File: src/upd_pkg.sv
package upd_pkg;

    localparam int NUM_BINDINGS_DEF = 128;
    localparam int QUEUE_DEPTH_DEF  = 16;

    // The port table is searched this many entries per cycle.
    localparam int LANES  = 8;
    localparam int LANE_W = $clog2(LANES);

    localparam logic [15:0] UDP_HDR_LEN = 16'd8;

    typedef enum logic [1:0] {
        KIND_BIND    = 2'd0,
        KIND_DELIVER = 2'd1,
        KIND_RECEIVE = 2'd2,
        KIND_NOP     = 2'd3
    } upd_kind_t;

    typedef enum logic [2:0] {
        OP_BIND,
        OP_DELIVER,
        OP_RECEIVE,
        OP_MALFORMED,
        OP_NOP
    } upd_op_t;

    typedef enum logic [2:0] {
        STATUS_OK         = 3'd0,
        STATUS_UNBOUND    = 3'd1,
        STATUS_FULL_DROP  = 3'd2,
        STATUS_EMPTY      = 3'd3,
        STATUS_TABLE_FULL = 3'd4,
        STATUS_MALFORMED  = 3'd5
    } upd_status_t;

    typedef enum logic [2:0] {
        ENG_IDLE,
        ENG_SCAN,
        ENG_QREAD,
        ENG_QEXEC,
        ENG_DREAD,
        ENG_RESULT
    } upd_eng_state_t;

    typedef struct packed {
        upd_op_t     op;
        logic [15:0] port;
        logic [31:0] src_addr;
        logic [15:0] src_port;
        logic [15:0] payload_len;
        logic [15:0] buf_handle;
    } upd_cmd_t;

    typedef struct packed {
        logic [31:0] src_addr;
        logic [15:0] src_port;
        logic [15:0] payload_len;
        logic [15:0] buf_handle;
    } upd_desc_t;

    typedef struct packed {
        upd_status_t status;
        logic [31:0] src_addr;
        logic [15:0] src_port;
        logic [15:0] payload_len;
        logic [15:0] buf_handle;
        logic        free_buffer;
    } upd_result_t;

endpackage

File: src/upd_outq.sv
module upd_outq (
    input  logic                 clk,
    input  logic                 rst_n,
    input  logic                 res_push,
    output logic                 res_full,
    input  upd_pkg::upd_result_t res_in,
    output logic                 empty,
    input  logic                 pop,
    output upd_pkg::upd_result_t res_out
);

    upd_pkg::upd_result_t mem_reg [2];
    logic                 wr_ptr_reg, wr_ptr_next;
    logic                 rd_ptr_reg, rd_ptr_next;
    logic [1:0]           count_reg, count_next;
    logic                 do_push, do_pop;

    always_comb
    begin
        res_full    = (count_reg == 2'd2);
        empty       = (count_reg == 2'd0);
        res_out     = mem_reg[rd_ptr_reg];
        do_push     = res_push && !res_full;
        do_pop      = pop && !empty;
        wr_ptr_next = do_push ? !wr_ptr_reg : wr_ptr_reg;
        rd_ptr_next = do_pop ? !rd_ptr_reg : rd_ptr_reg;
        count_next  = count_reg + {1'b0, do_push} - {1'b0, do_pop};
    end

    always_ff @(posedge clk or negedge rst_n)
    begin
        if (!rst_n)
        begin
            wr_ptr_reg <= 1'b0;
            rd_ptr_reg <= 1'b0;
            count_reg  <= 2'd0;
        end
        else
        begin
            wr_ptr_reg <= wr_ptr_next;
            rd_ptr_reg <= rd_ptr_next;
            count_reg  <= count_next;
        end
    end

    always_ff @(posedge clk)
    begin
        if (do_push)
        begin
            mem_reg[wr_ptr_reg] <= res_in;
        end
    end

endmodule

File: config.mk
export PLATFORM = sky130hd
export DESIGN_NAME = upd_outq
export DESIGN_NICKNAME = d
export VERILOG_FILES = /design/src/upd_pkg.sv /design/src/upd_outq.sv
export SDC_FILE = /design/constraint.sdc
export NUM_CORES = 1
export LEC_CHECK = 0
export BUFFER_PORTS_ARGS = -buffer_cell sky130_fd_sc_hd__buf_2
export CAP_MARGIN = 10
export CORE_MARGIN = 10
export CORE_UTILIZATION = 40
export CTS_BUF_LIST = sky130_fd_sc_hd__clkbuf_4 sky130_fd_sc_hd__clkbuf_8
export DETAILED_ROUTE_END_ITERATION = 8
export GPL_ROUTABILITY_DRIVEN = 0
export PLACE_DENSITY = 0.63
export REMOVE_ABC_BUFFERS = 1
export SLEW_MARGIN = 20
export SYNTH_ARGS = -nofsm -noshare
export SYNTH_HDL_FRONTEND = slang
export SYNTH_SLANG_ARGS = --single-unit
File: constraint.sdc
create_clock -name clk -period 11.8 [get_ports clk]
set_clock_uncertainty 0.1 [all_clocks]
set_input_delay 2.36 -clock clk [delete_from_list [all_inputs] [get_ports clk]]
set_output_delay 2.36 -clock clk [all_outputs]
set_load 0.1 [all_outputs]
**Word level (Yosys, flattened, before mapping)**

Memories as Yosys holds them, arrays and structs flattened.
Index checks and enable logic that the tools add are counted.

- Register bits after elaboration: 4
- Bits in latches: 0
- Memory bits (writable): 168
- Bits in read-only memories: 0
- Input bits: 88
- Output and inout bits: 86
- Logic and storage cells: 16
- Memories: 1

- Add/sub/neg operators: 2
- Multiply operators: 0
- Divide/modulo/power cells: 0
- Magnitude comparators: 0
- Equal/unequal tests: 1
- Shift operators: 0
- Multiplexer cells: 2
- Bitwise gates (word level): 0
- Reduce and logical (&&, ||, !) cells: 7

Memories:

| name | depth | width | read ports | clocked after memory_dff | write ports | RTL line | text |
|---|---|---|---|---|---|---|---|
| mem_reg | 2 | 84 | 1 | 0 | 1 | upd_outq.sv:12 | `upd_pkg::upd_result_t mem_reg [2];` |

Operators with widths:

| kind | count |
|---|---|
| 1-bit logical NOT | 4 |
| 2-bit by 1-bit adder with 2-bit output | 1 |
| 2-bit equality test, second input constant | 1 |
| 1-bit logical AND | 2 |
| 2-bit logical NOT | 1 |
| 1-bit 2-to-1 mux | 2 |
| 2-bit by 1-bit subtractor with 2-bit output | 1 |

**Longest topological paths before layout**

Gate-level depths: netlist (run 1).

- Depth after elaboration: 5
- Depth in mapped cells: 7
- Mapped depth without buffers: 7

**Worst setup path before layout (run 1)**

Ideal clock, no wire load.

- Path kind: input to register
- From: input res_push
- To: memory mem_reg[0][0] (netlist name), enable pin
- Arrival: 5956 ps
- Data required time: 11173 ps
- Setup slack: 5217 ps
- Stages on the path: 2
- Path buffers: 0
- Path through: nand2_1 nor2_1

- Word-level cells in the longest chain between the ends: 3

RTL lines:

| item | RTL line | text |
|---|---|---|
| from (decl) | upd_outq.sv:4 | `input logic res_push,` |
| 1-bit logical AND | upd_outq.sv:23 | `do_push = res_push && !res_full;` |
| 1-bit 2-to-1 mux | upd_outq.sv:48 | `if (do_push)` |
| 1-bit 2-to-1 mux (not written as such) | upd_outq.sv:50 | `mem_reg[wr_ptr_reg] <= res_in;` |
| to (decl) | upd_outq.sv:12 |  |

Every way passes these cells.

==> run_results.csv, run 1 <==
group,metric,value,unit
cts,cts_resized,0,
cells_and_area,layout_common_cells,"buf_2, edfxtp_1, mux2_1",
setup_path,crit_start,"rd_ptr_reg",
cts,cts_tree,"done",
setup_path,critPathRequiredTime,9.34,ns
setup_path,endpoint_kind,"output pin",
cts,clockRootBuffer,"clkbuf_8",
cells_and_area,stdcell_area,7850,µm²
cts,ctsHoldBuffers,0,
cells_and_area,fillers,1282,
setup_path,cp-endpoint,"res_out[42]",
min_path,hold_class,"reg -> reg",
grt,grt_pass1_wl,19000,µm
timing,fmax,0.210,GHz
timing,slew_viol_final,0,
timing,worst_pin_slew,0.843,ns
floorplan,core,15300,µm²
setup_path,ff2ff_path_depth,4,
cts,clk_latency,0.44,ns
cells_and_area,nets,555,
cells_and_area,drive_gt1_share,51.3,%
setup_path,rrSetupSlack,9.84,ns
cells_and_area,layout_commonest_cell,"buf_2",
setup_path,worst_setup_path_start_kind,"register",
timing,setup_violations,0,
setup_path,worstReg2RegEnd,"mem_reg[0][47]",
grt,grt_max_degree,85,
grt,grt-ovfl-total,0,
timing,hold_viol,0,
grt,grt_usage,11.7,%
detailed_routing,wl_per_cell,17.8,µm
cells_and_area,n_antenna_cell,0,
timing,slew_headroom,43.8,%
setup_path,cp.arrival,2.31,ns
floorplan,fp-row-count,45,
setup_path,critPathMaxFanout,44,
cts,tritoncts_num_sinks,172,
detailed_routing,drc,0,
setup_path,crit_type,"reg -> out",
run,cap_viol_max_count,0,
detailed_routing,routed_wl,12300,µm
detailed_routing,initialDrtViolationCount,105,
cells_and_area,utilization,51.4,%
floorplan,initial_utilization,41.1,%
cells_and_area,multi_input_area,1050,µm²
grt,antenna_found_initial,1,
yosys,synth_area_per_cell,22.5,µm²
cells_and_area,syn_to_final_growth,25.3,%
place,dpl_cell_area,7370,µm²
timing,min_period,4.77,ns
detailed_routing,drtAntennaViolNets,0,
floorplan,die-area,21100,µm²
timing,layout_worst_path_cycle_share,40.4,%
floorplan,io_pins,174,
yosys,syn-instance-count,279,
cts,cts_made_buffers,17,
yosys,yosys_warnings,0,
yosys,yosys.cell_types.count,16,
place,io_buffers,173,
yosys,yosysSeqAreaShare,82.1,%
detailed_routing,avgViaCountPerCell,4.55,
yosys,synth_area,6270,µm²
cts,htreeDepth,4,
timing,fin_tns_setup,0,ns
floorplan,die_y,145,µm
cells_and_area,regArea,5150,µm²
cts,cts_buffer_depth,2,
cts,postCtsSetupRepairBufs,0,
yosys,synth-seq-cells,172,
detailed_routing,via_count,3134,
grt,grt_pass1_vias,3495,
detailed_routing,drt_first_pass_iters,5,
place,dpl.hpwl,8230,µm
setup_path,r2r-start,"count_reg[0]",
cts,path_clk_slew,0.08,ns
cells_and_area,largest_register_ffs,168,
floorplan,die_w,145,µm
min_path,min_path_cells,1,
run_status,outcome,"finished clean",
timing,rsz0062_at_grt,"false",
## final cells by class
type                    instances  share of cell area (%)
clock inverters                10                    2.41
inverters                       2                  0.0956
well taps                     211                    3.36
multi-input cells              96                    13.4
clock buffers                  22                    3.62
repair buffers                176                    11.6
flip-flops and latches        172                    65.6
## per-layer routing
layer  up-vias  share of wire [%]  GRT usage (%)
met2       121                 50           18.8
met1      1523                 40           12.7
met3        13                9.0           6.30
li1       1475                  -              -
met5         -              0.057              0
met4         2                1.3           4.55
## cell usage after synthesis
master	count	area [µm²]
and3_1	1	6.26
buf_2	3	15.0
buf_4	1	7.51
buf_6	5	56.3
dfrtp_1	4	100
edfxtp_1	168	5040
ha_1	2	25.0
inv_1	2	7.51
mux2_1	50	563
mux2_2	34	383
nand2_1	1	3.75
nand2b_1	1	6.26
nor2_1	2	7.51
nor2b_1	1	6.26
xnor2_1	3	26.3
xor2_1	1	8.76
## through the flow
step | hold WS (ns) | cells | setup WS [ns]
after floorplan | 0.361 | 270 | 5.22
after global placement | 0.389 | 656 | 7.33
after detailed placement | 0.403 | 657 | 7.46
after CTS | 0.418 | 689 | 6.93
after global routing | 0.440 | 689 | 6.86
final | 0.415 | 689 | 7.03
## cell families (layout without fill, tap and decap cells)
| group | after synthesis | in the layout | synth area share, % |
|---|---|---|---|
| buffers and inverters | 11 | 210 | 1.38 |
| DFF | 172 | 172 | 82.1 |
| adders and majority gates | 2 | 2 | 0.399 |
| muxes | 84 | 84 | 15.1 |
| and+or+nand+nor | 6 | 6 | 0.479 |
| xor gates and xnor gates | 4 | 4 | 0.559 |
## worst max-delay path: stages, from the launching register on
cell     delay [ns]
dfrtp_4        0.83
buf_12         0.32
mux2_1         0.39
buf_2          0.31
## how the worst min path moves through the flow
stage | from | to
after floorplan | wr_ptr_reg | wr_ptr_reg
after global placement | count_reg[1] | count_reg[1]
after detailed placement | count_reg[1] | count_reg[1]
after CTS | count_reg[1] | count_reg[1]
after global routing | count_reg[1] | count_reg[1]
final | count_reg[1] | count_reg[1]
Power of run 1 is not shown: default switching activity piles up to over one toggle a cycle in this logic, so the estimate is an artifact.
==> inputs of run 2 (changes only) <==
--- a/config.mk
+++ b/config.mk
@@ -5,6 +5,7 @@
 export SDC_FILE = /design/constraint.sdc
 export NUM_CORES = 1
 export LEC_CHECK = 0
+export ABC_AREA = 1
 export BUFFER_PORTS_ARGS = -buffer_cell sky130_fd_sc_hd__buf_2
 export CAP_MARGIN = 10
 export CORE_MARGIN = 10
==> constraint.sdc (replaced) <==
create_clock -name clk -period 4.8 [get_ports clk]
set_clock_uncertainty 0.1 [all_clocks]
set_input_delay 0.96 -clock clk [delete_from_list [all_inputs] [get_ports clk]]
set_output_delay 0.96 -clock clk [all_outputs]
set_load 0.1 [all_outputs]
==> run 2 against run 1 <==
  * Highest routed layer unchanged
  * Core utilization decreased by 1.4 points
  * Via count increased by 27%
  * Register-to-register slack got worse by 7.4 ns
  * First-iteration DRC count increased by 79%
  * Flip-flop and latch count unchanged
  * Count of clock-buffer cells in the layout decreased by 4
==> run_results.csv, run 2 <==
group,metric,value,unit
detailed_routing,initialDrtViolationCount,188,
cts,cts_buffer_depth,2,
grt,antenna_found_initial,5,
yosys,synth_area_per_cell,13.5,µm²
timing,slew_headroom,30.4,%
place,io_buffers,173,
yosys,synth_area,6370,µm²
detailed_routing,routed_wl,14800,µm
setup_path,cp.arrival,2.32,ns
detailed_routing,via_count,3980,
timing,min_period,3.38,ns
cells_and_area,largest_register_ffs,168,
cts,clockRootBuffer,"clkbuf_8",
setup_path,critPathRequiredTime,3.74,ns
floorplan,die-area,21400,µm²
cts,clk_latency,0.45,ns
yosys,synth.most_common_cell,"nand2_1",
detailed_routing,wl_per_cell,16.8,µm
floorplan,io_pins,174,
yosys,synth-seq-cells,172,
place,dpl.hpwl,9950,µm
yosys,yosys.area.top_type,"edfxtp_1",
cts,postCtsSetupRepairBufs,0,
cts,tritoncts_num_sinks,172,
yosys,yosys.cell_types.count,11,
cts,htreeDepth,4,
yosys,synthTopCellsByArea,"edfxtp_1, nand2_1, dfrtp_1",
cts,ctsHoldBuffers,0,
floorplan,die_w,146,µm
yosys,yosys_warnings,0,
cts,path_clk_slew,0.09,ns
timing,hold_viol,0,
grt,grt_pass1_wl,22700,µm
cells_and_area,syn_to_final_growth,23.5,%
detailed_routing,drc,0,
yosys,async_reset_ff_share,2.33,%
detailed_routing,drtAntennaViolNets,0,
detailed_routing,drt_first_pass_iters,6,
floorplan,initial_utilization,40.5,%
timing,worst_pin_slew,1.04,ns
timing,layout_worst_path_cycle_share,70.3,%
grt,grt-ovfl-total,0,
run,cap_viol_max_count,0,
floorplan,die_y,146,µm
run_status,outcome,"finished clean",
grt,grt_pass1_vias,4252,
timing,setup_violations,0,
timing,whs,0.213,ns
yosys,syn-instance-count,473,
cells_and_area,layout_common_cells,"nand2_1, buf_2, edfxtp_1",
yosys,yosysSeqAreaShare,80.8,%
floorplan,core,15700,µm²
timing,slew_viol_final,0,
min_path,hold_class,"in -> async",
timing,fmax,0.296,GHz
setup_path,endpoint_kind,"output pin",
yosys,dominantRegCellSynth,"edfxtp_1",
cells_and_area,drive_gt1_share,32.3,%
timing,rsz0062_at_grt,"false",
setup_path,rrSetupSlack,2.48,ns
cells_and_area,nets,742,
setup_path,worst_setup_path_start_kind,"register",
cells_and_area,layout_commonest_cell,"nand2_1",
detailed_routing,avgViaCountPerCell,4.51,
yosys,synth-edff-count,168,
grt,grt_max_degree,86,
setup_path,crit_type,"reg -> out",
grt,grt_usage,13.7,%
yosys,yosysTopAreaCellShare,79.2,%
cts,cts_tree,"done",
cts,cts_resized,0,
setup_path,critPathMaxFanout,36,
yosys,synth_common_cells,"nand2_1, edfxtp_1, buf_2",
cts,cts_made_buffers,17,
cells_and_area,utilization,50.0,%
floorplan,fp-row-count,46,
## run 2: stage by stage
step | area (µm²) | setup TNS [ns] | instances | setup WS (ns)
6_report | 7860 | 0 | 883 | 1.42
5_1_grt | 7860 | 0 | 881 | 1.22
4_1_cts | 7860 | 0 | 881 | 1.33
3_5_place_dp | 7430 | 0 | 849 | 1.85
3_3_place_gp | 7430 | 0 | 849 | 1.89
2_1_floorplan | 6220 | -31.26 | 454 | -0.372
## run 2: layout make-up
cell class / count / area, µm²
fill: 1412 / 7850
sequential: 172 / 5150
multi-input combinational: 271 / 1050
timing repair buffer: 179 / 923
tap: 216 / 270
clock buffer: 18 / 248
clock inverter: 14 / 181
inverter: 11 / 42.5
antenna: 2 / 5.00
## run 2: final timing paths
check / start / endpoint / cells past startpoint
max in group asynchronous: rst_n / rd_ptr_reg / 1
setup / recovery: rd_ptr_reg / res_out[47] / 5
hold / removal: rst_n / wr_ptr_reg / 1
setup reg to reg: count_reg[1] / mem_reg[1][11] / 4
min in group clk: wr_ptr_reg / wr_ptr_reg / 2
hold reg to reg: wr_ptr_reg / wr_ptr_reg / 2
## run 2: critical path: stages (launching register included)
cell and delay, ns:
dfrtp_2 0.42, inv_2 0.34, buf_4 0.46, nand2_1 0.11
nand2_1 0.09, buf_2 0.43
## run 2: layer usage
metal  track usage [%]  vias to the layer above  share of wire, %
met4              4.70                        4               1.5
met3              7.05                       21               8.4
met1              14.8                     1875                40
met5                 0                        -              0.23
li1                  -                     1948                 -
met2              22.9                      132                50
## run 2: cell families after synthesis
family	share of synthesized area [%]
simple gates	15.9
fa+ha+maj	0.393
flops	80.8
buf+inv	2.87
Power of run 2 is left out for the same reason.
