File: config.mk
export PLATFORM = sky130hd
export DESIGN_NAME = upd_front
export DESIGN_NICKNAME = d
export VERILOG_FILES = /design/src/upd_pkg.sv /design/src/upd_front.sv
export SDC_FILE = /design/constraint.sdc
export NUM_CORES = 1
export LEC_CHECK = 0
export BUFFER_PORTS_ARGS = -buffer_cell sky130_fd_sc_hd__buf_2
export CAP_MARGIN = 20
export CORE_MARGIN = 2
export CORE_UTILIZATION = 51
export CTS_BUF_LIST = sky130_fd_sc_hd__clkbuf_2
export DETAILED_ROUTE_END_ITERATION = 10
export PLACE_DENSITY = 0.79
export SYNTH_ARGS = -nofsm -noshare
export SYNTH_HDL_FRONTEND = slang
export SYNTH_SLANG_ARGS = --single-unit
File: constraint.sdc
create_clock -name clk -period 6.4 [get_ports clk]
set_input_delay 0.64 -clock clk [delete_from_list [all_inputs] [get_ports clk]]
set_output_delay 0.64 -clock clk [all_outputs]
set_load 0.01 [all_outputs]
File: src/upd_pkg.sv
package upd_pkg;

    localparam int NUM_BINDINGS_DEF = 128;
    localparam int QUEUE_DEPTH_DEF  = 16;

    // The port table is searched this many entries per cycle.
    localparam int LANES  = 8;
    localparam int LANE_W = $clog2(LANES);

    localparam logic [15:0] UDP_HDR_LEN = 16'd8;

    typedef enum logic [1:0] {
        KIND_BIND    = 2'd0,
        KIND_DELIVER = 2'd1,
        KIND_RECEIVE = 2'd2,
        KIND_NOP     = 2'd3
    } upd_kind_t;

    typedef enum logic [2:0] {
        OP_BIND,
        OP_DELIVER,
        OP_RECEIVE,
        OP_MALFORMED,
        OP_NOP
    } upd_op_t;

    typedef enum logic [2:0] {
        STATUS_OK         = 3'd0,
        STATUS_UNBOUND    = 3'd1,
        STATUS_FULL_DROP  = 3'd2,
        STATUS_EMPTY      = 3'd3,
        STATUS_TABLE_FULL = 3'd4,
        STATUS_MALFORMED  = 3'd5
    } upd_status_t;

    typedef enum logic [2:0] {
        ENG_IDLE,
        ENG_SCAN,
        ENG_QREAD,
        ENG_QEXEC,
        ENG_DREAD,
        ENG_RESULT
    } upd_eng_state_t;

    typedef struct packed {
        upd_op_t     op;
        logic [15:0] port;
        logic [31:0] src_addr;
        logic [15:0] src_port;
        logic [15:0] payload_len;
        logic [15:0] buf_handle;
    } upd_cmd_t;

    typedef struct packed {
        logic [31:0] src_addr;
        logic [15:0] src_port;
        logic [15:0] payload_len;
        logic [15:0] buf_handle;
    } upd_desc_t;

    typedef struct packed {
        upd_status_t status;
        logic [31:0] src_addr;
        logic [15:0] src_port;
        logic [15:0] payload_len;
        logic [15:0] buf_handle;
        logic        free_buffer;
    } upd_result_t;

endpackage

File: src/upd_front.sv
module upd_front (
    input  logic             clk,
    input  logic             rst_n,
    input  logic             push,
    output logic             full,
    input  logic [1:0]       kind,
    input  logic [15:0]      port,
    input  logic [31:0]      src_addr,
    input  logic [15:0]      src_port,
    input  logic [15:0]      udp_length,
    input  logic [15:0]      buf_handle,
    output logic             cmd_valid,
    input  logic             cmd_pop,
    output upd_pkg::upd_cmd_t cmd
);

    upd_pkg::upd_cmd_t entry;
    upd_pkg::upd_cmd_t mem_reg [2];
    logic              wr_ptr_reg, wr_ptr_next;
    logic              rd_ptr_reg, rd_ptr_next;
    logic [1:0]        count_reg, count_next;
    logic              do_push, do_pop;

    // A deliver with a length shorter than the header is marked here so the
    // back end never searches for it.
    always_comb
    begin
        entry             = '0;
        entry.port        = port;
        entry.src_addr    = src_addr;
        entry.src_port    = src_port;
        entry.payload_len = udp_length - upd_pkg::UDP_HDR_LEN;
        entry.buf_handle  = buf_handle;
        unique case (kind)
            upd_pkg::KIND_BIND:    entry.op = upd_pkg::OP_BIND;
            upd_pkg::KIND_DELIVER:
            begin
                if (udp_length < upd_pkg::UDP_HDR_LEN)
                begin
                    entry.op = upd_pkg::OP_MALFORMED;
                end
                else
                begin
                    entry.op = upd_pkg::OP_DELIVER;
                end
            end
            upd_pkg::KIND_RECEIVE: entry.op = upd_pkg::OP_RECEIVE;
            default:               entry.op = upd_pkg::OP_NOP;
        endcase
    end

    always_comb
    begin
        full        = (count_reg == 2'd2);
        cmd_valid   = (count_reg != 2'd0);
        cmd         = mem_reg[rd_ptr_reg];
        do_push     = push && !full;
        do_pop      = cmd_pop && cmd_valid;
        wr_ptr_next = do_push ? !wr_ptr_reg : wr_ptr_reg;
        rd_ptr_next = do_pop ? !rd_ptr_reg : rd_ptr_reg;
        count_next  = count_reg + {1'b0, do_push} - {1'b0, do_pop};
    end

    always_ff @(posedge clk or negedge rst_n)
    begin
        if (!rst_n)
        begin
            wr_ptr_reg <= 1'b0;
            rd_ptr_reg <= 1'b0;
            count_reg  <= 2'd0;
        end
        else
        begin
            wr_ptr_reg <= wr_ptr_next;
            rd_ptr_reg <= rd_ptr_next;
            count_reg  <= count_next;
        end
    end

    always_ff @(posedge clk)
    begin
        if (do_push)
        begin
            mem_reg[wr_ptr_reg] <= entry;
        end
    end

endmodule

After elaboration in Yosys (flattened, before gate mapping)
Memory sizes are Yosys's and may differ from the RTL's. Index checks and enable logic that the tools add are counted.

Register bits after elaboration: 4. Bits in latches: 0. Bits in writable memories: 198. Memory bits (read-only): 0. Output and inout port bits: 101. Memories kept: 1.

Memory list: mem_reg (words 2, width 99, read ports 1, clocked after Yosys merged registers in 0, wr ports 1, line upd_front.sv:18) `upd_pkg::upd_cmd_t mem_reg [2];`.

$add $sub $neg: 3. Multiply operators: 0. Divide/modulo/power cells: 0. $lt $le $gt $ge: 1. Equality and inequality tests: 3. Shift operators: 0. Muxes and demuxes: 4. Bitwise gates (word level): 0. Reductions and logical operators: 7.

Operators by type and width (count): less-than comparator 16 x 4 -> 1 bit (second input constant) (1); subtractor 16 x 4 -> 16 bit (second input constant) (1); one-hot mux 3 bit (3 select lines) (1); == test 2 bit (second input constant) (2); logical NOT 1 bit (3); adder 2 x 1 -> 2 bit (1); == test 2 x 1 -> 1 bit (second input constant) (1); logical AND 1 bit (2); logical NOT 2 bit (1); 2-to-1 mux 1 bit (2); 2-to-1 mux 2 bit (1); nonzero test 2 bit (1); subtractor 2 x 1 -> 2 bit (1).

Logic depth before layout (Yosys ltp)
Gate-level depths: netlist of run 1.

Word-level depth: 5. Depth in mapped cells: 7. Gate-level depth less buffers: 7.

Worst setup path before layout of run 1
Ideal clock, no wire load.

Kind: input to register. Start: in push. End: mem mem_reg[0][0] in the netlist's numbering, enable pin. Setup time: 0.557 ns. Data arrival time: 4.855 ns. Required time: 5.843 ns. Slack: 0.987 ns. Cell stages on the path: 2. Path buffers: 0. Cell sequence: nand2_1 nor2_1.

Longest elaborated chain between the ends: 3.

RTL lines: start, declared (line upd_front.sv:4) `input logic push,`; logical AND 1 bit (line upd_front.sv:57) `do_push = push && !full;`; 2-to-1 mux 1 bit (line upd_front.sv:82) `if (do_push)`; 2-to-1 mux 1 bit (not written as such) (line upd_front.sv:84) `mem_reg[wr_ptr_reg] <= entry;`; end, declared (line upd_front.sv:18).

Every way passes these cells.

==> results by group, run 1 <==
Setup path
  • Crit path cell chain: buf_4, mux2_2, buf_2
  • CP peak stage delay: 850 ps
  • WP data required: 5760 ps
  • Reg-to-reg endpoint: mem_reg[1][95]
  • Startpoint Class: register
  • Crit. End Element: output pin
  • FF-to-FF path depth: 3
  • Class of the most critical setup path: register to output pin
  • RR Startpoint: count_reg[1]
  • Crit path DAT: 2820 ps
  • CP Max Fanout: 54
  • Crit-path slowest cell: dfrtp_4
  • Reg2reg setup slack: 4140 ps

Synth
  • Largest family of logic cells by synthesized area: multiplexers
  • Ys flop type: edfxtp_1
  • YS warnings: 0
  • Synth Area in Compound Gates: 0.247%
  • Cell Area, Synth: 7610 sq um
  • Synthesized-area fraction occupied by adder cells: 0.493%
  • Mapped Avg Cell Area: 20.8 sq um
  • Mux contribution to synthesized area: 14.7%
  • Unique masters post-synth: 27
  • Post-synth EDFFs: 198
  • Synth Area in XOR/XNOR: 1.61%
  • Synth Instances: 366
  • FFs w/ async S/R, synth: 1.98%
  • Fraction of the mapped netlist area in simple logic gates: 2.42%
  • Post-synthesis register bit count: 202
  • Syn Nets: 471
  • Register area share after synthesis: 79.5%

Timing
  • Slew of the pin with the lowest slew margin: 723 ps
  • WHS: 103 ps
  • Fmax: 289 MHz
  • RSZ-0062 raised after global routing: false
  • Hold Violations, Final: 0
  • Clk_skew: 59.6 ps
  • Max-slew violation count: 0
  • Min cycle time layout: 3460 ps
  • Final setup violating endpoints: 0
  • Period utilization: 54.0%
  • Max-Slew Margin vs Limit: 51.8%
  • Final setup TNS: 0 ps

Global route
  • Met1 Resource Use GR: 19.7%
  • Initial antenna violation count: 3
  • Grt ovf: 0
  • GRT busiest layer: met2
  • Met3 Use GR: 6.37%
  • First-pass GRT wire length: 21700 um
  • Pin count of the biggest net entering global routing: 55
  • Vias in the first global route: 4578
  • Met2 usage: 29.8%
  • GRT Util Overall: 17.5%

Detailed routing
  • Drt via density: 5.06
  • Drt wl/cell: 16.9 um
  • WL final: 14100 um
  • Drt pass-1 iters: 4
  • Via count: 4227
  • First DRT Iteration DRCs: 207
  • Antenna Nets Post-Route: 0
  • DRC: 0

Floorplanning
  • Io pins: 203
  • Initial Util: 52.3%
  • Row count: 44
  • Die area: 15900 sq um
  • Core area: 14500 sq um
  • DIE HEIGHT: 126 um
  • Die W: 126 um

Clock network
  • CTS tree: done
  • CTS H-tree lvls: 2
  • Root buf cell: clkbuf_2
  • Setup Fix Bufs, Post-CTS: 0
  • Worst-path clk slew: 100 ps
  • Longest Clk Path Bufs: 3
  • PostCTS Resize Cnt: 0
  • Worst-Skew Late Latency: 730 ps
  • Clk sink count: 202
  • Num CTS Buffers: 48

Cells and area
  • Max reg flops: 198
  • Fin util: 64.1%
  • Commonest non-fill, non-tap cells in the layout: 202 x buf_2, 198 x edfxtp_1, 99 x mux2_2, 66 x clkbuf_2, 13 x clkinv_1
  • Final net count: 720
  • FILL cells: 1079
  • Fin area: 9320 sq um
  • Layout area overhead: 22.5%
  • Commonest non-fill, non-tap cell in the layout: buf_2
  • Layout cells sized above 1: 59.2%

Pwr
  • Power per cell area: 417 nW/um^2
  • Peak supply drop: 0.245 mV
  • Static Leak: 3.62 nW

Flow run
  • Max_cap viols: 0

Placement
  • Dpl hpwl: 9260 um
  • GPL Wtd Cong: 0.832
  • Count of input and output buffers: 202
  • DP Area: 8830 sq um

Outcome
  • Status: finished clean

Hold path
  • Hold path start: src_port[11]
  • Hold Path End: mem_reg[0][43]
  • Hold Path Depth: 1
  • HP Class: input pin to register
==> cell usage after synthesis (2+ instances only) <==
cell / n / area share [%]
edfxtp_1: 198 / 78
mux2_2: 99 / 15
buf_2: 10 / 0.66
xor2_1: 9 / 1.0
nor2_1: 6 / 0.30
inv_1: 5 / 0.25
xnor2_1: 5 / 0.58
dfrtp_1: 4 / 1.3
ha_1: 3 / 0.49
nor2b_1: 3 / 0.25
nor3_1: 3 / 0.20
and2_1: 2 / 0.16
and3_1: 2 / 0.16
nand2_1: 2 / 0.099
nand2b_1: 2 / 0.16
o21ai_1: 2 / 0.13
==> through the flow <==
stage / std cells / total power, mW / worst slack (ps)
after CTS: 834 / 3.96 / 2790
after detailed placement: 744 / 3.15 / 3630
after global routing: 834 / 4.12 / 2680
after floorplan: 366 / 2.71 / 987
final: 835 / 3.89 / 2940
after global placement: 744 / 3.11 / 3660
==> routing by layer <==
metal | vias to the layer above | wire [um] | part of all wire [%]
met5 | - | 5 | 0.036
met4 | 2 | 318 | 2.3
met3 | 32 | 1250 | 8.9
met2 | 189 | 7230 | 51
met1 | 2044 | 5280 | 37
li1 | 1960 | - | -
==> worst max-delay path: cells and delay by family (launching register included) <==
family	cells	cell delay [ps]
buffers and inverters	2	820
flip-flops	1	850
multiplexers	1	420
==> cells by family after synthesis <==
kind of cell | after synthesis
flops | 202
simple gates | 28
mux | 99
buf+inv | 17
fa+ha+maj | 3
xor+xnor | 14
compound gates | 3
==> layout make-up <==
| type | instances | area (sq um) | area share, % |
|---|---|---|---|
| flip-flops and latches | 202 | 6050 | 64.9 |
| multi-input cells | 147 | 1490 | 16.0 |
| repair buffers | 211 | 1090 | 11.7 |
| clock buffers | 66 | 330 | 3.55 |
| well taps | 184 | 230 | 2.47 |
| clock inverters | 19 | 103 | 1.10 |
| inverters | 5 | 18.8 | 0.201 |
| diodes | 1 | 2.50 | 0.0269 |
==> worst max-delay path by stage <==
stage                           from            end  slack [ps]  cells past startpoint
final                     rd_ptr_reg        cmd[14]        2940                      3
after global routing      rd_ptr_reg        cmd[22]        2680                      3
after CTS                 rd_ptr_reg        cmd[14]        2790                      3
after detailed placement  rd_ptr_reg        cmd[14]        3630                      3
after global placement    rd_ptr_reg        cmd[42]        3660                      3
after floorplan                 push  mem_reg[0][0]         990                      2
==> timing repair <==
action / 4_1_cts / 5_1_grt
setup endpoints to repair: 0 / 0
endpoints found under the hold margin: 10 / 0
hold buffers: 5 / 0
==> power by group <==
| group | switching (mW) | total, mW | internal, mW |
|---|---|---|---|
| registers | 0.128 | 1.94 | 1.81 |
| logic | 0.612 | 1.16 | 0.546 |
| clock network | 0.470 | 0.791 | 0.321 |
| total | 1.21 | 3.89 | 2.68 |
Power figures use the tool's default switching activity.
==> run 2, diff against run 1 <==
Clock period 6.4 ns to 3.2 ns, I/O delays scaled along.
==> run 2 against run 1 <==
Against the previous run:
- flip-flop and latch count unchanged
- clock power up 80%
- via count up 8.8%
- sequential power up 100%
- register-to-register slack worse by 2800 ps
- combinational power up 110%
- critical path depth unchanged
- global-route usage up 2.8 points
- cell count up 9.7%
- total power up 100%
- critical path type unchanged
==> results by group, run 2 (synthesis results as in run 1) <==
Setup path
  • RR Startpoint: count_reg[1] (unchanged)
  • Crit path DAT: 2580 ps (was 2820 ps)
  • Crit-path slowest cell: dfrtp_4 (unchanged)
  • Crit path cell chain: buf_12, mux2_2, buf_2 (was buf_4, mux2_2, buf_2)
  • CP Max Fanout: 52 (was 54)
  • Startpoint Class: register (unchanged)
  • Reg-to-reg endpoint: mem_reg[1][97] (was mem_reg[1][95])
  • Crit. End Element: output pin (unchanged)
  • Class of the most critical setup path: register to output pin (unchanged)
  • FF-to-FF path depth: 3 (unchanged)
  • WP data required: 2880 ps (was 5760 ps)
  • CP Depth: 3 (unchanged)
  • Reg2reg setup slack: 1290 ps (was 4140 ps)
  • CP peak stage delay: 890 ps (was 850 ps)
  • Worst Path Buf+Inv: 2 (unchanged)
  • CP delay by family, top: flip-flops (unchanged)

Global route
  • Vias in the first global route: 5157 (was 4578)
  • First-pass GRT wire length: 25100 um (was 21700 um)
  • Grt ovf: 0 (unchanged)
  • GRT Util Overall: 20.3% (was 17.5%)
  • Pin count of the biggest net entering global routing: 100 (was 55)
  • Initial antenna violation count: 0 (was 3)

Pwr
  • Clock share of power: 18.2% (was 20.4%)
  • Power per cell area: 760 nW/um^2 (was 417 nW/um^2)
  • Sw power: 2.44 mW (was 1.21 mW)
  • Sw frac: 31.3% (was 31.1%)
  • Pint: 5.35 mW (was 2.68 mW)
  • Peak supply drop: 0.435 mV (was 0.245 mV)
  • Combinational share of power: 31.9% (was 29.8%)
  • Static Leak: 3.99 nW (was 3.62 nW)
  • Sequential Power Share: 49.8% (about the same)

Floorplanning
  • Core area: 14500 sq um (unchanged)
  • Initial Util: 52.3% (unchanged)
  • Io pins: 203 (unchanged)
  • DIE HEIGHT: 126 um (unchanged)
  • Die area: 15900 sq um (unchanged)
  • Row count: 44 (unchanged)
  • Die W: 126 um (unchanged)

Timing
  • Final setup violating endpoints: 0 (unchanged)
  • Period utilization: 90.8%
  • Final setup TNS: 0 ps (unchanged)
  • Fmax: 344 MHz
  • Max-Slew Margin vs Limit: 54.1% (was 51.8%)
  • RSZ-0062 raised after global routing: false (unchanged)
  • Clk_skew: 49.7 ps (was 59.6 ps)
  • Max-slew violation count: 0 (unchanged)
  • WHS: 306 ps (was 103 ps)
  • Slew of the pin with the lowest slew margin: 688 ps (was 723 ps)
  • Min cycle time layout: 2900 ps
  • Hold Violations, Final: 0 (unchanged)

Flow run
  • Max_cap viols: 0 (unchanged)

Cells and area
  • # diodes: 0 (was 1)
  • FF+latch area: 6050 sq um (unchanged)
  • Commonest non-fill, non-tap cells in the layout: 202 x buf_2, 198 x edfxtp_1, 104 x dlygate4sd3_1, 99 x mux2_2, 65 x clkbuf_2 (was 202 x buf_2, 198 x edfxtp_1, 99 x mux2_2, 66 x clkbuf_2, 13 x clkinv_1)
  • Final net count: 818 (was 720)
  • Layout area overhead: 34.6% (was 22.5%)
  • Layout cells sized above 1: 51.5% (was 59.2%)
  • Area of the multi-input gates: 1490 sq um (unchanged)
  • FILL cells: 943 (was 1079)
  • Commonest non-fill, non-tap cell in the layout: buf_2 (unchanged)
  • Max reg flops: 198 (unchanged)

Clock network
  • CTS H-tree lvls: 2 (unchanged)
  • Post-CTS Hold Fix Bufs: 104 (was 5)
  • Worst-path clk slew: 120 ps (was 100 ps)
  • CTS tree: done (unchanged)
  • Setup Fix Bufs, Post-CTS: 0 (unchanged)
  • Clk sink count: 202 (unchanged)
  • Longest Clk Path Bufs: 3 (unchanged)
  • Worst-Skew Late Latency: 710 ps (was 730 ps)
  • Num CTS Buffers: 48 (unchanged)
  • PostCTS Resize Cnt: 0 (unchanged)
  • Root buf cell: clkbuf_2 (unchanged)

Hold path
  • Hold Path Depth: 2 (was 1)
  • HP Class: input pin to register (unchanged)
  • Hold Path End: mem_reg[1][46] (was mem_reg[0][43])
  • Hold path start: src_port[14] (was src_port[11])

Placement
  • Dpl hpwl: 9200 um (was 9260 um)
  • GPL Wtd Cong: 0.806 (was 0.832)
  • Count of input and output buffers: 202 (unchanged)

Detailed routing
  • Drt pass-1 iters: 4 (unchanged)
  • Drt wl/cell: 17.6 um (was 16.9 um)
  • First DRT Iteration DRCs: 186 (was 207)
  • Drt via density: 5.02 (was 5.06)
  • WL final: 16100 um (was 14100 um)
  • Antenna Nets Post-Route: 0 (unchanged)
  • Via count: 4597 (was 4227)
  • DRC: 0 (unchanged)

Outcome
  • Status: finished clean (unchanged)
==> run 2: changes by cell type in the layout (fill, tap and decap cells not counted), sizes merged <==
cell	change
dlygate4sd3	+99
clkinv	-13
buf	-1
bufinv	-1
clkbuf	-1
diode	-1
inv	-1
==> run 2: metal layers <==
metal	part of all wire (%)	vias to the layer above	GRT usage, %
met5	0	-	0
met4	2.1	0	8.21
met3	6.9	31	6.12
met2	53	190	36.2
met1	38	2237	22.8
li1	-	2139	-
==> run 2: stage by stage <==
step / area (sq um) / utilization [%] / worst slack [ps] / cells / total power [mW]
after floorplan: 7620 / - / 695 / 366 / 5.37
after global placement: 8860 / 61.0 / 1100 / 743 / 6.25
after detailed placement: 8860 / 61.0 / 1060 / 743 / 6.34
after CTS: 10200 / 70.5 / 200 / 916 / 7.87
after global routing: 10200 / 70.5 / 104 / 916 / 8.24
final: 10200 / 70.5 / 295 / 916 / 7.79
==> run 2: worst max-delay path by stage <==
stage,end,start,slack [ps]
after floorplan,mem_reg[0][0],count_reg[1],690
after global placement,cmd[26],rd_ptr_reg,1100
after detailed placement,cmd[27],rd_ptr_reg,1060
after CTS,cmd[27],rd_ptr_reg,200
after global routing,cmd[31],rd_ptr_reg,100
final,cmd[96],rd_ptr_reg,300
==> run 2: worst register-to-register path, cell delays in order, from the launching register on <==
cell and delay (ps):
dfrtp_1 420, nand2b_1 130, and3_4 580, buf_12 400
==> run 2: area by class of cell <==
type | count | share of cell area [%]
Clock buffer | 65 | 3.18
Multi-Input combinational cell | 147 | 14.6
Inverter | 5 | 0.183
Tap cell | 184 | 2.25
Sequential cell | 202 | 59.1
Timing Repair Buffer | 309 | 20.6
Clock inverter | 4 | 0.147
==> run 2: power groups by stage <==
stage,clock (mW),sequential [mW],combinational (mW)
floorplan,0,3.78,1.59
global placement,0,3.91,2.34
detailed placement,0,3.95,2.39
CTS,1.47,3.89,2.50
global route,1.61,3.95,2.67
finish,1.42,3.88,2.49
==> run 3, diff against run 2 <==
Clock period 3.2 ns to 3.7 ns, I/O delays scaled along.
==> run 3 against run 2 <==
Against the previous run:
- register-to-register slack improved by 420 ps
- worst setup slack improved by 450 ps
- non-clock buffer count fell by 1
- wire length fell by 1.5%
- core utilization barely moved
- combinational power fell by 14%
- cell area barely moved
- sequential power fell by 13%
- sequential share of layout area barely moved
- die area did not move
- critical path depth did not move
- clock-buffer cell count did not move
==> results by group, run 3 (synthesis results as in run 1) <==
Outcome
  • Status: finished clean (unchanged)

Timing
  • Max-slew violation count: 0 (unchanged)
  • Clk_skew: 28.9 ps (was 49.7 ps)
  • Final setup TNS: 0 ps (unchanged)
  • Hold Violations, Final: 0 (unchanged)
  • Period utilization: 79.7%
  • Final setup violating endpoints: 0 (unchanged)
  • Slew of the pin with the lowest slew margin: 744 ps (was 688 ps)
  • WHS: 127 ps (was 306 ps)
  • Worst setup margin: 749 ps (was 295 ps)
  • Min cycle time layout: 2950 ps
  • Max-Slew Margin vs Limit: 50.4% (was 54.1%)
  • Fmax: 339 MHz
  • RSZ-0062 raised after global routing: false (unchanged)

Floorplanning
  • Initial Util: 52.3% (unchanged)
  • Row count: 44 (unchanged)
  • Die area: 15900 sq um (unchanged)
  • Die W: 126 um (unchanged)
  • Core area: 14500 sq um (unchanged)
  • DIE HEIGHT: 126 um (unchanged)
  • Io pins: 203 (unchanged)

Global route
  • GRT Util Overall: 20.0% (was 20.3%)
  • Grt ovf: 0 (unchanged)
  • Pin count of the biggest net entering global routing: 52 (was 100)
  • First-pass GRT wire length: 24800 um (was 25100 um)
  • Initial antenna violation count: 0 (unchanged)
  • Vias in the first global route: 5164 (was 5157)

Placement
  • GPL Wtd Cong: 0.812 (was 0.806)
  • DP Area: 8850 sq um (was 8860 sq um)
  • Dpl hpwl: 8980 um (was 9200 um)
  • Pre-CTS setup slack: 1520 ps (was 1060 ps)
  • Count of input and output buffers: 202 (unchanged)
  • Placed Cells: 744 (was 743)

Setup path
  • WP data required: 3330 ps (was 2880 ps)
  • Worst Path Buf+Inv: 2 (unchanged)
  • CP Max Fanout: 51 (was 52)
  • Class of the most critical setup path: register to output pin (unchanged)
  • Crit-path slowest cell: dfrtp_4 (unchanged)
  • Crit path DAT: 2580 ps (about the same)
  • CP delay by family, top: flip-flops (unchanged)
  • Crit path cell chain: buf_12, mux2_2, buf_2 (unchanged)
  • Crit. End Element: output pin (unchanged)
  • CP peak stage delay: 870 ps (was 890 ps)
  • Startpoint Class: register (unchanged)

Detailed routing
  • Drt via density: 4.94 (was 5.02)
  • Drt wl/cell: 17.3 um (was 17.6 um)
  • WL final: 15900 um (was 16100 um)
  • Via count: 4555 (was 4597)
  • DRC: 0 (unchanged)
  • Drt pass-1 iters: 4 (unchanged)
  • Antenna Nets Post-Route: 0 (unchanged)
  • First DRT Iteration DRCs: 225 (was 186)

Clock network
  • PostCTS Resize Cnt: 0 (unchanged)
  • Worst-Skew Late Latency: 740 ps (was 710 ps)
  • Num CTS Buffers: 48 (unchanged)
  • CTS tree: done (unchanged)
  • Longest Clk Path Bufs: 3 (unchanged)
  • Worst-path clk slew: 120 ps (about the same)
  • CTS H-tree lvls: 2 (unchanged)
  • Root buf cell: clkbuf_2 (unchanged)
  • Clk sink count: 202 (unchanged)

Pwr
  • Sw power: 2.14 mW (was 2.44 mW)
  • Clock share of power: 18.8% (was 18.2%)
  • Peak supply drop: 0.515 mV (was 0.435 mV)
  • Sequential Power Share: 49.6% (was 49.8%)
  • Pint: 4.63 mW (was 5.35 mW)
  • Static Leak: 4.00 nW (was 3.99 nW)
  • Total power: 6.78 mW (was 7.79 mW)
  • Power per cell area: 662 nW/um^2 (was 760 nW/um^2)
  • Sw frac: 31.6% (was 31.3%)
  • Combinational share of power: 31.6% (was 31.9%)

Cells and area
  • Fin area: 10200 sq um (about the same)
  • Layout area overhead: 34.7% (was 34.6%)
  • Post-Layout Cell Count: 922 (was 916)
  • Layout cells sized above 1: 51.6% (was 51.5%)
  • FILL cells: 932 (was 943)
  • Commonest non-fill, non-tap cell in the layout: buf_2 (unchanged)
  • Area of the multi-input gates: 1490 sq um (unchanged)
  • Final net count: 817 (was 818)
  • Fin util: 70.5% (about the same)
  • # diodes: 0 (unchanged)
  • Max reg flops: 198 (unchanged)
  • FF+latch area: 6050 sq um (unchanged)
  • Commonest non-fill, non-tap cells in the layout: 202 x buf_2, 198 x edfxtp_1, 102 x dlygate4sd3_1, 99 x mux2_2, 65 x clkbuf_2 (was 202 x buf_2, 198 x edfxtp_1, 104 x dlygate4sd3_1, 99 x mux2_2, 65 x clkbuf_2)

Hold path
  • HP Class: input pin to register (unchanged)

Flow run
  • Max_cap viols: 0 (unchanged)
## run 3: changes by cell type in the layout (fill, tap and decap cells not counted)
cell           before  now
clkinv_1            4    8
buf_4               0    2
dlygate4sd3_1     104  102
inv_2               0    2
buf_12              3    2
clkinv_2            0    1
## run 3: final timing paths
kind                                from             end  slack (ps)  depth (start not counted)
min in group asynchronous          rst_n    count_reg[0]         530                          3
min reg2reg                 count_reg[0]    count_reg[0]         530                          1
max in group asynchronous          rst_n      rd_ptr_reg        2940                          3
max                           rd_ptr_reg          cmd[1]         750                          3
max reg2reg                 count_reg[1]  mem_reg[1][86]        1710                          3
min                        udp_length[4]  mem_reg[1][22]         130                          3
## run 3: worst reg2reg max path: cells and delay by family (launching register included)
kind | cells | cell delay [ps]
buffers and inverters | 1 | 380
and+or+nand+nor | 2 | 830
DFF | 1 | 410
## run 3: power by group through the flow
stage | clock [mW] | combinational (mW) | sequential (mW)
2_1_floorplan | 0 | 1.37 | 3.30
3_3_place_gp | 0 | 2.02 | 3.38
5_1_grt | 1.46 | 2.30 | 3.42
3_5_place_dp | 0 | 2.05 | 3.41
4_1_cts | 1.32 | 2.15 | 3.36
6_report | 1.27 | 2.14 | 3.36
## run 3: per-layer routing
layer	vias up	share of wire, %	global-route usage [%]
li1	2144	-	-
met1	2199	38	21.4
met2	183	54	36.1
met3	29	7.0	7.05
met4	0	1.9	7.82
met5	-	0	0
## run 3: cell type report
class	count	area share (%)
tap	184	2.25
clock inverter	11	0.415
timing repair buffer	308	20.4
multi-input combinational	147	14.5
sequential	202	59.1
clock buffer	65	3.18
inverter	5	0.183
## run 3: repair_timing
item,CTS,global route
endpoints found under the setup margin,0,0
hold buffers,102,0
endpoints found under the hold margin,200,0
setup buffers,0,0
